### config.mk
export PLATFORM = sky130hd
export DESIGN_NAME = averaging_window_alarm_monitor
export DESIGN_NICKNAME = d
export VERILOG_FILES = /design/src/rtl/awam_pkg.sv /design/src/rtl/awam_div.sv /design/src/rtl/awam_lane.sv /design/src/rtl/averaging_window_alarm_monitor.sv
export VERILOG_INCLUDE_DIRS = /design/src /design/src/rtl
export SDC_FILE = /design/constraint.sdc
export NUM_CORES = 2
export LEC_CHECK = 0
export ABC_CLOCK_PERIOD_IN_PS = 19000
export BUFFER_PORTS_ARGS = -buffer_cell sky130_fd_sc_hd__clkbuf_2
export CAP_MARGIN = 20
export CORE_ASPECT_RATIO = 1.2
export CORE_MARGIN = 10
export CORE_UTILIZATION = 60
export DETAILED_ROUTE_END_ITERATION = 6
export PLACE_DENSITY_LB_ADDON = 0.3
export SYNTH_ARGS = -nofsm -noshare
export SYNTH_HDL_FRONTEND = slang
export SYNTH_SLANG_ARGS = --single-unit
### constraint.sdc
create_clock -name i_clk -period 19 [get_ports i_clk]
set_clock_uncertainty 0.2 [all_clocks]
set_input_delay 1.9 -clock i_clk [delete_from_list [all_inputs] [get_ports i_clk]]
set_output_delay 1.9 -clock i_clk [all_outputs]
set_load 0.03 [all_outputs]
### src/rtl/averaging_window_alarm_monitor_assert.svh
// ---------------------------------------------------------------------------
// averaging window alarm monitor assertion macros
// concurrent checks on the rising clock edge, off while reset is low
// ---------------------------------------------------------------------------
`ifndef AVERAGING_WINDOW_ALARM_MONITOR_ASSERT_SVH
`define AVERAGING_WINDOW_ALARM_MONITOR_ASSERT_SVH

`ifndef SYNTHESIS

`define AWAM_ASSERT_NOW(lbl, clk, rst_n, ante, cons, msg) \
    lbl: assert property (@(posedge clk) disable iff (!(rst_n)) (ante) |-> (cons)) \
        else $error(msg);

`define AWAM_ASSERT_NEXT(lbl, clk, rst_n, ante, cons, msg) \
    lbl: assert property (@(posedge clk) disable iff (!(rst_n)) (ante) |=> (cons)) \
        else $error(msg);

`else

`define AWAM_ASSERT_NOW(lbl, clk, rst_n, ante, cons, msg)

`define AWAM_ASSERT_NEXT(lbl, clk, rst_n, ante, cons, msg)

`endif

`endif

### src/rtl/awam_pkg.sv
// ---------------------------------------------------------------------------
// awam_pkg
// types, constants and codes shared by the averaging window alarm monitor
// ---------------------------------------------------------------------------
package awam_pkg;

    localparam int CHANNELS        = 4;
    localparam int SAMPLE_W        = 14;
    localparam int THR_W           = 16;
    localparam int CFG_W           = 64;
    localparam int CFG_IDX_W       = 3;
    localparam int TIME_W          = 32;
    localparam int UPTIME_W        = 16;
    localparam int SETS_W          = 16;
    localparam int WD_LIMIT_W      = 26;
    localparam int UPT_RECIP_W     = 29;
    localparam int UPT_SHIFT       = 38;
    localparam int MAX_AVERAGE_DEF = 64;

    localparam logic [15:0] INTERVAL_MIN   = 16'd10;
    localparam logic [15:0] INTERVAL_RESET = 16'd100;
    localparam int          AVG_DEFAULT    = 8;
    localparam int          MS_PER_S       = 1000;

    // ceil(2^38 / 1000), exact for every 32-bit dividend
    localparam logic [UPT_RECIP_W-1:0] UPT_RECIP = 29'd274877907;

    localparam logic [THR_W-1:0] THR_HIGH_RESET = 16'd9000;
    localparam logic [THR_W-1:0] THR_LOW_RESET  = 16'd500;
    localparam logic [CFG_W-1:0] HIGH_RESET     = {CHANNELS{THR_HIGH_RESET}};
    localparam logic [CFG_W-1:0] LOW_RESET      = {CHANNELS{THR_LOW_RESET}};

    // register indexes
    localparam logic [CFG_IDX_W-1:0] REG_HIGH_THR = 3'd0;
    localparam logic [CFG_IDX_W-1:0] REG_LOW_THR  = 3'd1;
    localparam logic [CFG_IDX_W-1:0] REG_INTERVAL = 3'd2;
    localparam logic [CFG_IDX_W-1:0] REG_AVG_CNT  = 3'd3;
    localparam logic [CFG_IDX_W-1:0] REG_WATCHDOG = 3'd4;

    localparam logic OP_TICK     = 1'b0;
    localparam logic OP_SAMPLE   = 1'b1;
    localparam logic KIND_MEAS   = 1'b0;
    localparam logic KIND_RESET  = 1'b1;

    typedef struct packed {
        logic                operation;
        logic [TIME_W-1:0]   tick_ms;
        logic [TIME_W-1:0]   frames_seen;
        logic [SAMPLE_W-1:0] sample_a;
        logic [SAMPLE_W-1:0] sample_b;
        logic [SAMPLE_W-1:0] sample_c;
        logic [SAMPLE_W-1:0] sample_d;
    } t_in_item;

    typedef struct packed {
        logic                kind;
        logic [SAMPLE_W-1:0] average_a;
        logic [SAMPLE_W-1:0] average_b;
        logic [SAMPLE_W-1:0] average_c;
        logic [SAMPLE_W-1:0] average_d;
        logic [CHANNELS-1:0] alarm_bits;
        logic [SETS_W-1:0]   sample_total;
        logic [UPTIME_W-1:0] uptime_seconds;
    } t_out_item;

    typedef struct packed {
        logic clear;
        logic add;
        logic start;
    } t_lane_ctl;

    typedef enum logic [1:0] {
        S_IDLE,
        S_START,
        S_DIV
    } t_state;

endpackage

### src/rtl/awam_div.sv
// ---------------------------------------------------------------------------
// awam_div
// restoring divider, one quotient bit per cycle
// ---------------------------------------------------------------------------
module awam_div #(
    parameter int DW = 20,
    parameter int VW = 7
) (
    input  logic          i_clk,
    input  logic          i_rst_n,
    input  logic          i_start,
    input  logic [DW-1:0] i_dividend,
    input  logic [VW-1:0] i_divisor,
    output logic          o_busy,
    output logic [DW-1:0] o_quotient
);

    localparam int CW = $clog2(DW + 1);

    logic          r_busy;
    logic [CW-1:0] r_cnt;
    logic [VW-1:0] r_rem;
    logic [DW-1:0] r_quo;

    logic [VW:0]   shifted;
    logic [VW:0]   diff;
    logic          fits;
    logic [VW-1:0] n_rem;
    logic [DW-1:0] n_quo;

    always_comb begin
        shifted = {r_rem, r_quo[DW-1]};
        diff    = shifted - {1'b0, i_divisor};
        fits    = shifted >= {1'b0, i_divisor};
        n_rem   = fits ? diff[VW-1:0] : shifted[VW-1:0];
        n_quo   = {r_quo[DW-2:0], fits};
    end

    always_ff @(posedge i_clk) begin
        if (!i_rst_n) begin
            r_busy <= 1'b0;
            r_cnt  <= '0;
        end else if (i_start) begin
            r_busy <= 1'b1;
            r_cnt  <= CW'(DW);
        end else if (r_busy) begin
            r_cnt <= r_cnt - CW'(1);
            if (r_cnt == CW'(1)) begin
                r_busy <= 1'b0;
            end
        end
    end

    always_ff @(posedge i_clk) begin
        if (i_start) begin
            r_rem <= '0;
            r_quo <= i_dividend;
        end else if (r_busy) begin
            r_rem <= n_rem;
            r_quo <= n_quo;
        end
    end

    assign o_busy     = r_busy;
    assign o_quotient = r_quo;

endmodule

### src/rtl/awam_lane.sv
// ---------------------------------------------------------------------------
// awam_lane
// one channel: running sum, average divider and window compare
// ---------------------------------------------------------------------------
module awam_lane #(
    parameter int SUM_W = 20,
    parameter int CNT_W = 7
) (
    input  logic                          i_clk,
    input  logic                          i_rst_n,
    input  awam_pkg::t_lane_ctl           i_ctl,
    input  logic [awam_pkg::SAMPLE_W-1:0] i_sample,
    input  logic [CNT_W-1:0]              i_len,
    input  logic [awam_pkg::THR_W-1:0]    i_high,
    input  logic [awam_pkg::THR_W-1:0]    i_low,
    output logic                          o_busy,
    output logic [awam_pkg::SAMPLE_W-1:0] o_average,
    output logic                          o_alarm
);

    import awam_pkg::*;

    localparam int CMP_W = (SUM_W > THR_W) ? SUM_W : THR_W;

    logic [SUM_W-1:0] r_sum;
    logic [SUM_W-1:0] quo;
    logic [CMP_W-1:0] avg_x;
    logic [CMP_W-1:0] hi_x;
    logic [CMP_W-1:0] lo_x;

    always_ff @(posedge i_clk) begin
        if (!i_rst_n) begin
            r_sum <= '0;
        end else if (i_ctl.clear) begin
            r_sum <= '0;
        end else if (i_ctl.add) begin
            r_sum <= r_sum + SUM_W'(i_sample);
        end
    end

    awam_div #(
        .DW(SUM_W),
        .VW(CNT_W)
    ) u_div (
        .i_clk      (i_clk),
        .i_rst_n    (i_rst_n),
        .i_start    (i_ctl.start),
        .i_dividend (r_sum),
        .i_divisor  (i_len),
        .o_busy     (o_busy),
        .o_quotient (quo)
    );

    assign avg_x     = CMP_W'(quo);
    assign hi_x      = CMP_W'(i_high);
    assign lo_x      = CMP_W'(i_low);
    assign o_alarm   = (avg_x > hi_x) || (avg_x < lo_x);
    assign o_average = SAMPLE_W'(quo);

endmodule

### src/rtl/averaging_window_alarm_monitor.sv
// ---------------------------------------------------------------------------
// averaging_window_alarm_monitor
// four-lane averaging voltage monitor with window alarms and host watchdog
// ---------------------------------------------------------------------------
//  channel   valid         stall         payload
//  input     i_in_valid    o_in_stall    i_in_item  (t_in_item)
//  output    o_out_valid   i_out_stall   o_out_item (t_out_item)
//  config    i_cfg_we      -             i_cfg_index, i_cfg_data
//
//  a tick item or a non-final sample item is taken without a stall of its own
//  the final sample of a capture stalls the input through the start state,
//  20 lane divide steps (one per sum bit), then the load of the result
//  uptime is a registered reciprocal multiply in the start cycle
//  input also stalls while a stalled result waits; an item is taken as it drains
//  synchronous active-low reset restores register defaults and closes any capture
// ---------------------------------------------------------------------------
`include "averaging_window_alarm_monitor_assert.svh"

module averaging_window_alarm_monitor #(
    parameter int MAX_AVERAGE = awam_pkg::MAX_AVERAGE_DEF
) (
    input  logic                           i_clk,
    input  logic                           i_rst_n,
    input  logic                           i_in_valid,
    output logic                           o_in_stall,
    input  awam_pkg::t_in_item             i_in_item,
    output logic                           o_out_valid,
    input  logic                           i_out_stall,
    output awam_pkg::t_out_item            o_out_item,
    input  logic                           i_cfg_we,
    input  logic [awam_pkg::CFG_IDX_W-1:0] i_cfg_index,
    input  logic [awam_pkg::CFG_W-1:0]     i_cfg_data
);

    import awam_pkg::*;

    localparam int CNT_MAX = (MAX_AVERAGE > AVG_DEFAULT) ? MAX_AVERAGE : AVG_DEFAULT;
    localparam int CNT_W   = $clog2(CNT_MAX + 1);
    localparam int SUM_W   = SAMPLE_W + $clog2(CNT_MAX);
    localparam int UPT_PROD_W = TIME_W + UPT_RECIP_W;
    localparam logic [15:0]         MAX_AVG_16 = 16'(MAX_AVERAGE);
    localparam logic [WD_LIMIT_W-1:0] WD_SCALE = WD_LIMIT_W'(MS_PER_S);

    // configuration
    logic [CFG_W-1:0]      r_high;
    logic [CFG_W-1:0]      r_low;
    logic [15:0]           r_interval;
    logic [CNT_W-1:0]      r_avg_eff;
    logic                  r_wd_en;
    logic [WD_LIMIT_W-1:0] r_wd_limit;
    logic [15:0]           cfg_val16;

    // monitor state
    t_state              r_state;
    t_state              n_state;
    logic [TIME_W-1:0]   r_update_time;
    logic [TIME_W-1:0]   r_last_frame;
    logic [TIME_W-1:0]   r_prev_frames;
    logic                r_open;
    logic [CNT_W-1:0]    r_count;
    logic [CNT_W-1:0]    r_len;
    logic [SETS_W-1:0]   r_sets;
    logic                r_out_valid;
    t_out_item           r_out;

    logic                in_acc;
    logic                is_tick;
    logic [TIME_W-1:0]   elapsed_upd;
    logic [TIME_W-1:0]   elapsed_wd;
    logic                tick_due;
    logic                frames_new;
    logic                wd_fire;
    logic                tick_take;
    logic                sample_take;
    logic [CNT_W-1:0]    cnt_inc;
    logic                sample_last;
    logic                out_free;
    logic                div_start;
    logic                load_meas;
    logic                load_reset;
    logic                div_busy_any;

    t_lane_ctl           lane_ctl;
    logic [SAMPLE_W-1:0] samples   [CHANNELS];
    logic [SAMPLE_W-1:0] lane_avg  [CHANNELS];
    logic [CHANNELS-1:0] lane_alarm;
    logic [CHANNELS-1:0] lane_busy;
    logic [UPT_PROD_W-1:0] upt_prod;
    logic [UPTIME_W-1:0]   r_uptime;

    // configuration port
    assign cfg_val16 = i_cfg_data[15:0];

    always_ff @(posedge i_clk) begin
        if (!i_rst_n) begin
            r_high     <= HIGH_RESET;
            r_low      <= LOW_RESET;
            r_interval <= INTERVAL_RESET;
            r_avg_eff  <= CNT_W'(AVG_DEFAULT);
            r_wd_en    <= 1'b0;
            r_wd_limit <= '0;
        end else if (i_cfg_we) begin
            case (i_cfg_index)
                REG_HIGH_THR: r_high <= i_cfg_data;
                REG_LOW_THR:  r_low  <= i_cfg_data;
                REG_INTERVAL: begin
                    r_interval <= (cfg_val16 < INTERVAL_MIN) ? INTERVAL_MIN : cfg_val16;
                end
                REG_AVG_CNT: begin
                    if (cfg_val16 == 16'd0 || cfg_val16 > MAX_AVG_16) begin
                        r_avg_eff <= CNT_W'(AVG_DEFAULT);
                    end else begin
                        r_avg_eff <= CNT_W'(cfg_val16);
                    end
                end
                REG_WATCHDOG: begin
                    r_wd_en    <= cfg_val16 != 16'd0;
                    r_wd_limit <= WD_LIMIT_W'(cfg_val16) * WD_SCALE;
                end
                default: ;
            endcase
        end
    end

    // input decode
    assign out_free    = !r_out_valid || !i_out_stall;
    assign o_in_stall  = (r_state != S_IDLE) || (r_out_valid && i_out_stall);
    assign in_acc      = i_in_valid && !o_in_stall;
    assign is_tick     = i_in_item.operation == OP_TICK;

    assign elapsed_upd = i_in_item.tick_ms - r_update_time;
    assign tick_due    = elapsed_upd >= TIME_W'(r_interval);
    assign frames_new  = (i_in_item.frames_seen != '0)
                      && (i_in_item.frames_seen != r_prev_frames);
    assign elapsed_wd  = i_in_item.tick_ms - r_last_frame;
    assign wd_fire     = r_wd_en && !frames_new && (elapsed_wd > TIME_W'(r_wd_limit));

    assign tick_take   = in_acc && is_tick && tick_due;
    assign sample_take = in_acc && !is_tick && r_open;
    assign cnt_inc     = r_count + CNT_W'(1);
    assign sample_last = cnt_inc == r_len;
    assign load_reset  = tick_take && wd_fire;

    always_ff @(posedge i_clk) begin
        if (!i_rst_n) begin
            r_update_time <= '0;
            r_last_frame  <= '0;
            r_prev_frames <= '0;
            r_open        <= 1'b0;
            r_count       <= '0;
            r_len         <= '0;
            r_sets        <= '0;
        end else if (tick_take) begin
            r_update_time <= i_in_item.tick_ms;
            if (r_wd_en && frames_new) begin
                r_prev_frames <= i_in_item.frames_seen;
                r_last_frame  <= i_in_item.tick_ms;
            end
            r_open  <= 1'b1;
            r_count <= '0;
            r_len   <= r_avg_eff;
        end else if (sample_take) begin
            r_count <= cnt_inc;
            r_sets  <= r_sets + SETS_W'(1);
            if (sample_last) begin
                r_open <= 1'b0;
            end
        end
    end

    // sequencer for the end of a capture
    assign div_busy_any = |lane_busy;

    always_ff @(posedge i_clk) begin
        if (!i_rst_n) begin
            r_state <= S_IDLE;
        end else begin
            r_state <= n_state;
        end
    end

    always_comb begin
        n_state   = r_state;
        div_start = 1'b0;
        load_meas = 1'b0;
        case (r_state)
            S_IDLE: begin
                if (sample_take && sample_last) begin
                    n_state = S_START;
                end
            end
            S_START: begin
                div_start = 1'b1;
                n_state   = S_DIV;
            end
            S_DIV: begin
                if (!div_busy_any && out_free) begin
                    load_meas = 1'b1;
                    n_state   = S_IDLE;
                end
            end
            default: n_state = S_IDLE;
        endcase
    end

    // lanes
    assign lane_ctl.clear = tick_take;
    assign lane_ctl.add   = sample_take;
    assign lane_ctl.start = div_start;

    assign samples[0] = i_in_item.sample_a;
    assign samples[1] = i_in_item.sample_b;
    assign samples[2] = i_in_item.sample_c;
    assign samples[3] = i_in_item.sample_d;

    for (genvar c = 0; c < CHANNELS; c++) begin : g_lane
        awam_lane #(
            .SUM_W(SUM_W),
            .CNT_W(CNT_W)
        ) u_lane (
            .i_clk     (i_clk),
            .i_rst_n   (i_rst_n),
            .i_ctl     (lane_ctl),
            .i_sample  (samples[c]),
            .i_len     (r_len),
            .i_high    (r_high[THR_W*c +: THR_W]),
            .i_low     (r_low[THR_W*c +: THR_W]),
            .o_busy    (lane_busy[c]),
            .o_average (lane_avg[c]),
            .o_alarm   (lane_alarm[c])
        );
    end

    // uptime in seconds of the opening tick
    assign upt_prod = UPT_PROD_W'(r_update_time) * UPT_PROD_W'(UPT_RECIP);

    always_ff @(posedge i_clk) begin
        if (div_start) begin
            r_uptime <= upt_prod[UPT_SHIFT +: UPTIME_W];
        end
    end

    // merge and output register
    always_ff @(posedge i_clk) begin
        if (!i_rst_n) begin
            r_out_valid <= 1'b0;
        end else if (load_meas || load_reset) begin
            r_out_valid <= 1'b1;
        end else if (!i_out_stall) begin
            r_out_valid <= 1'b0;
        end
    end

    always_ff @(posedge i_clk) begin
        if (load_reset) begin
            r_out <= '{kind: KIND_RESET, default: '0};
        end else if (load_meas) begin
            r_out.kind           <= KIND_MEAS;
            r_out.average_a      <= lane_avg[0];
            r_out.average_b      <= lane_avg[1];
            r_out.average_c      <= lane_avg[2];
            r_out.average_d      <= lane_avg[3];
            r_out.alarm_bits     <= lane_alarm;
            r_out.sample_total   <= r_sets;
            r_out.uptime_seconds <= r_uptime;
        end
    end

    assign o_out_valid = r_out_valid;
    assign o_out_item  = r_out;

    // checks
    `AWAM_ASSERT_NOW(a_count_in_capture, i_clk, i_rst_n, 1'b1, r_count <= r_len, "capture count passed its length")
    `AWAM_ASSERT_NEXT(a_meas_after_div, i_clk, i_rst_n, load_meas, o_out_valid && o_out_item.kind == KIND_MEAS, "measurement not presented after divide")
    `AWAM_ASSERT_NEXT(a_no_reset_wd_off, i_clk, i_rst_n, in_acc && is_tick && !r_wd_en, !(o_out_valid && o_out_item.kind == KIND_RESET), "reset request with watchdog off")

endmodule

==> flow_summary.ini <==
[status]
status = finished clean

[logic_synthesis]
synth.top_cell.area_share_pct = 20.89
avgSynthCellArea_sq_um = 9.108
synthTopCellsByCount = inv_1 (849), ha_1 (750), nand2_1 (635)
synthMuxAreaShare_pct = 4.104
synth_compound_area_share_pct = 11.40
synth-main-ff-cell = dfxtp_1
synthCells = 5576
synth-async-reset-ratio_pct = 0
yosys.area_share.simple_pct = 13.52
synth.most_common_cell = inv_1
ys_ff_latch = 626
yosysTopAreaCell = dfxtp_1
synth-seq-area-share_pct = 26.57
synth.distinct_cells = 85
netlist_top_cells_area = dfxtp_1 (21%), ha_1 (18%), fa_1 (14%), inv_1 (6.3%), edfxtp_1 (5.7%)
synth_top_family_by_area = adder cells
synth_edf_count = 96
synth-xor-area-share_pct = 3.915
ys_warn_count = 0
synth_area_sq_mm = 0.05079
mappedNetlistNets = 6879
synth_fa_ha_area_share_pct = 32.67

[cts]
tritoncts = built
cts_sinks = 626
clock-root-buffer = clkbuf_16
clockBufferDepth = 3
post_cts_buffers = 0
numCtsBuffers = 69
hold_buffers = 0
clk_pin_slew_ns = 0.06
ctsHtreeMaxLevel = 3
insertion_delay_ns = 0.63
cts_resized = 0

[layout]
layout-drive-gt1-share_pct = 7.849
nNetsFinal = 7096
area_delta_synth_final_pct = 9.268
utilization_pct = 66.27

[grt]
grt_usage_pct = 27.63
antenna_found_initial = 3
first_global_vias = 39850
grt_pass1_wl_um = 215000
grt_max_degree = 132
overflow = 0

[place]
hpwl_um = 106100
port_buffers = 287
gp_congestion = 0.9666
pre_cts_slack_ns = 10.42

[pwr]
power.total_mw = 4.320
p_leak_nw = 27.77
vdd.ir_drop.worst_uv = 65.14
power-per-cell-area_mw_per_mm2 = 77.84

[critical_path]
worst-r2r-cell-count = 26
cp_common_cell = fa_1
startpoint = r_update_time[8]$_SDFFE_PN0P_
required_ns = 19.16
critPathMaxStageDelay_ns = 0.80
cp-end-kind = register
critPathLaunchType = register
endpoint = r_uptime[15]$_DFFE_PP_
worstPathMaxFanout = 13
cp_slowest_cell = o311ai_1
worstSetupPathType = register to register
r2r_end = r_uptime[15]$_DFFE_PP_
reg2reg_setup_slack_ns = 10.43
arrival_ns = 8.72
timing.rr.start = r_update_time[8]$_SDFFE_PN0P_

[hold_path]
hold_depth = 1
hp-class = register to register

[detailed_routing]
drt_iter0_drc = 2301
firstDrtPassIters = 5
drc = 0
routed_via_density = 5.606
ant_nets = 0
vias = 39100
totalWireLength_um = 135300
routedWlPerCell_um = 19.40

[floorplanning]
ioPinCount = 288
rows = 116
design.die.area_sq_mm = 0.09673
initial_core_util_pct = 60.65
die_h_um = 338.7
fp.coreArea_sq_mm = 0.08375
die_w_um = 285.6

[run]
drv_cap = 0

[sta]
slew_viol_final = 0
period_needed_ns = 8.566
worst_pin_slew_ns = 1.054
max_slew_margin_pct = 29.72
whs_ns = 0.2547
period_share_pct = 45.08
clock.fmax_ghz = 0.1167
rsz0062_at_grt = false
finalSetupViolCount = 0
fin_tns_setup_ns = 0
hold_viol = 0
timing.final.ws_setup_ns = 10.43
-- registers in the layout, summed over array words and instances (netlist names), 20 cells and up --
signal                          flops
g_lane.u_lane.r_sum                80
g_lane.u_lane.u_div.o_quotient     80
g_lane.u_lane.u_div.r_cnt          20
g_lane.u_lane.u_div.r_rem          28
r_wd_limit                         23
r_low                              64
r_high                             64
r_prev_frames                      32
r_last_frame                       32
o_out_item                         93
r_update_time                      32
-- stage by stage --
| stage | instances | instance area, sq um |
|---|---|---|
| 6_report | 6975 | 55500 |
| 5_1_grt | 6971 | 55490 |
| 4_1_cts | 6968 | 55470 |
| 3_5_place_dp | 6842 | 53110 |
| 3_3_place_gp | 6841 | 53100 |
| 2_1_floorplan | 5576 | 50790 |
-- how the worst min path moves through the flow --
stage                                      from                          end  slack [ns]
floorplan           r_wd_limit[17]$_SDFFE_PN0P_  r_wd_limit[17]$_SDFFE_PN0P_        0.24
global placement    o_out_item[92]$_SDFFE_PP1P_  o_out_item[92]$_SDFFE_PP1P_        0.23
detailed placement  o_out_item[92]$_SDFFE_PP1P_  o_out_item[92]$_SDFFE_PP1P_        0.24
CTS                 o_out_item[92]$_SDFFE_PP1P_  o_out_item[92]$_SDFFE_PP1P_        0.25
global route        o_out_item[92]$_SDFFE_PP1P_  o_out_item[92]$_SDFFE_PP1P_        0.28
finish              o_out_item[92]$_SDFFE_PP1P_  o_out_item[92]$_SDFFE_PP1P_        0.25
-- worst max-delay path: cells and delay by family, from the launching register on --
family                     cells  cell delay (ns)
DFF                            1             0.77
adders and majority gates      9             4.19
xor gates and xnor gates       1             0.13
AOI/OAI and AO/OA              9             2.31
and+or+nand+nor                1             0.38
buffers and inverters          6             0.29
-- cells by family (layout without fill, tap and decap cells) --
kind of cell / after synthesis / in the layout
AND/OR/NAND/NOR: 1508 / 1508
adder cells (fa/ha/maj): 1110 / 1110
buffers and inverters: 1019 / 1291
AO/OA/AOI/OAI: 878 / 878
flip-flops: 626 / 626
XOR/XNOR: 227 / 227
multiplexers: 208 / 208
other: 0 / 6
-- routing by layer --
| layer | vias to the layer above | wire length, um | GRT usage (%) |
|---|---|---|---|
| li1 | 18900 | - | - |
| met1 | 18790 | 53290 | 31.99 |
| met2 | 1079 | 66680 | 48.64 |
| met3 | 329 | 7298 | 3.711 |
| met4 | 0 | 8042 | 15.17 |
| met5 | - | 0 | 0 |
-- cells in the final DEF, fill, tap and decap left out, types with 161 or more instances in the layout --
cell,synthesis,layout
a21oi_1,218,218
clkbuf_2,1,286
dfxtp_1,530,530
fa_1,360,360
ha_1,750,750
inv_1,849,849
mux2i_1,206,206
nand2_1,635,633
nor2_1,348,347
nor2b_1,161,161
xnor2_1,161,161
-- where the power goes --
group / leakage (nW) / internal [mW] / total [mW] / switching, mW
combinational: 21.5 / 0.636 / 1.51 / 0.869
sequential: 5.16 / 1.38 / 1.42 / 0.0354
clock: 1.15 / 0.817 / 1.40 / 0.580
-- layout make-up --
class | instances | area (sq um)
multi-input cells | 3931 | 33370
fillers | 6740 | 28250
flip-flops and latches | 626 | 13490
inverters | 850 | 3193
clock buffers | 104 | 2113
repair buffers | 315 | 1670
well taps | 1121 | 1403
clock inverters | 22 | 241.5
diodes | 6 | 15.01
(Power assumes the default switching activity.)
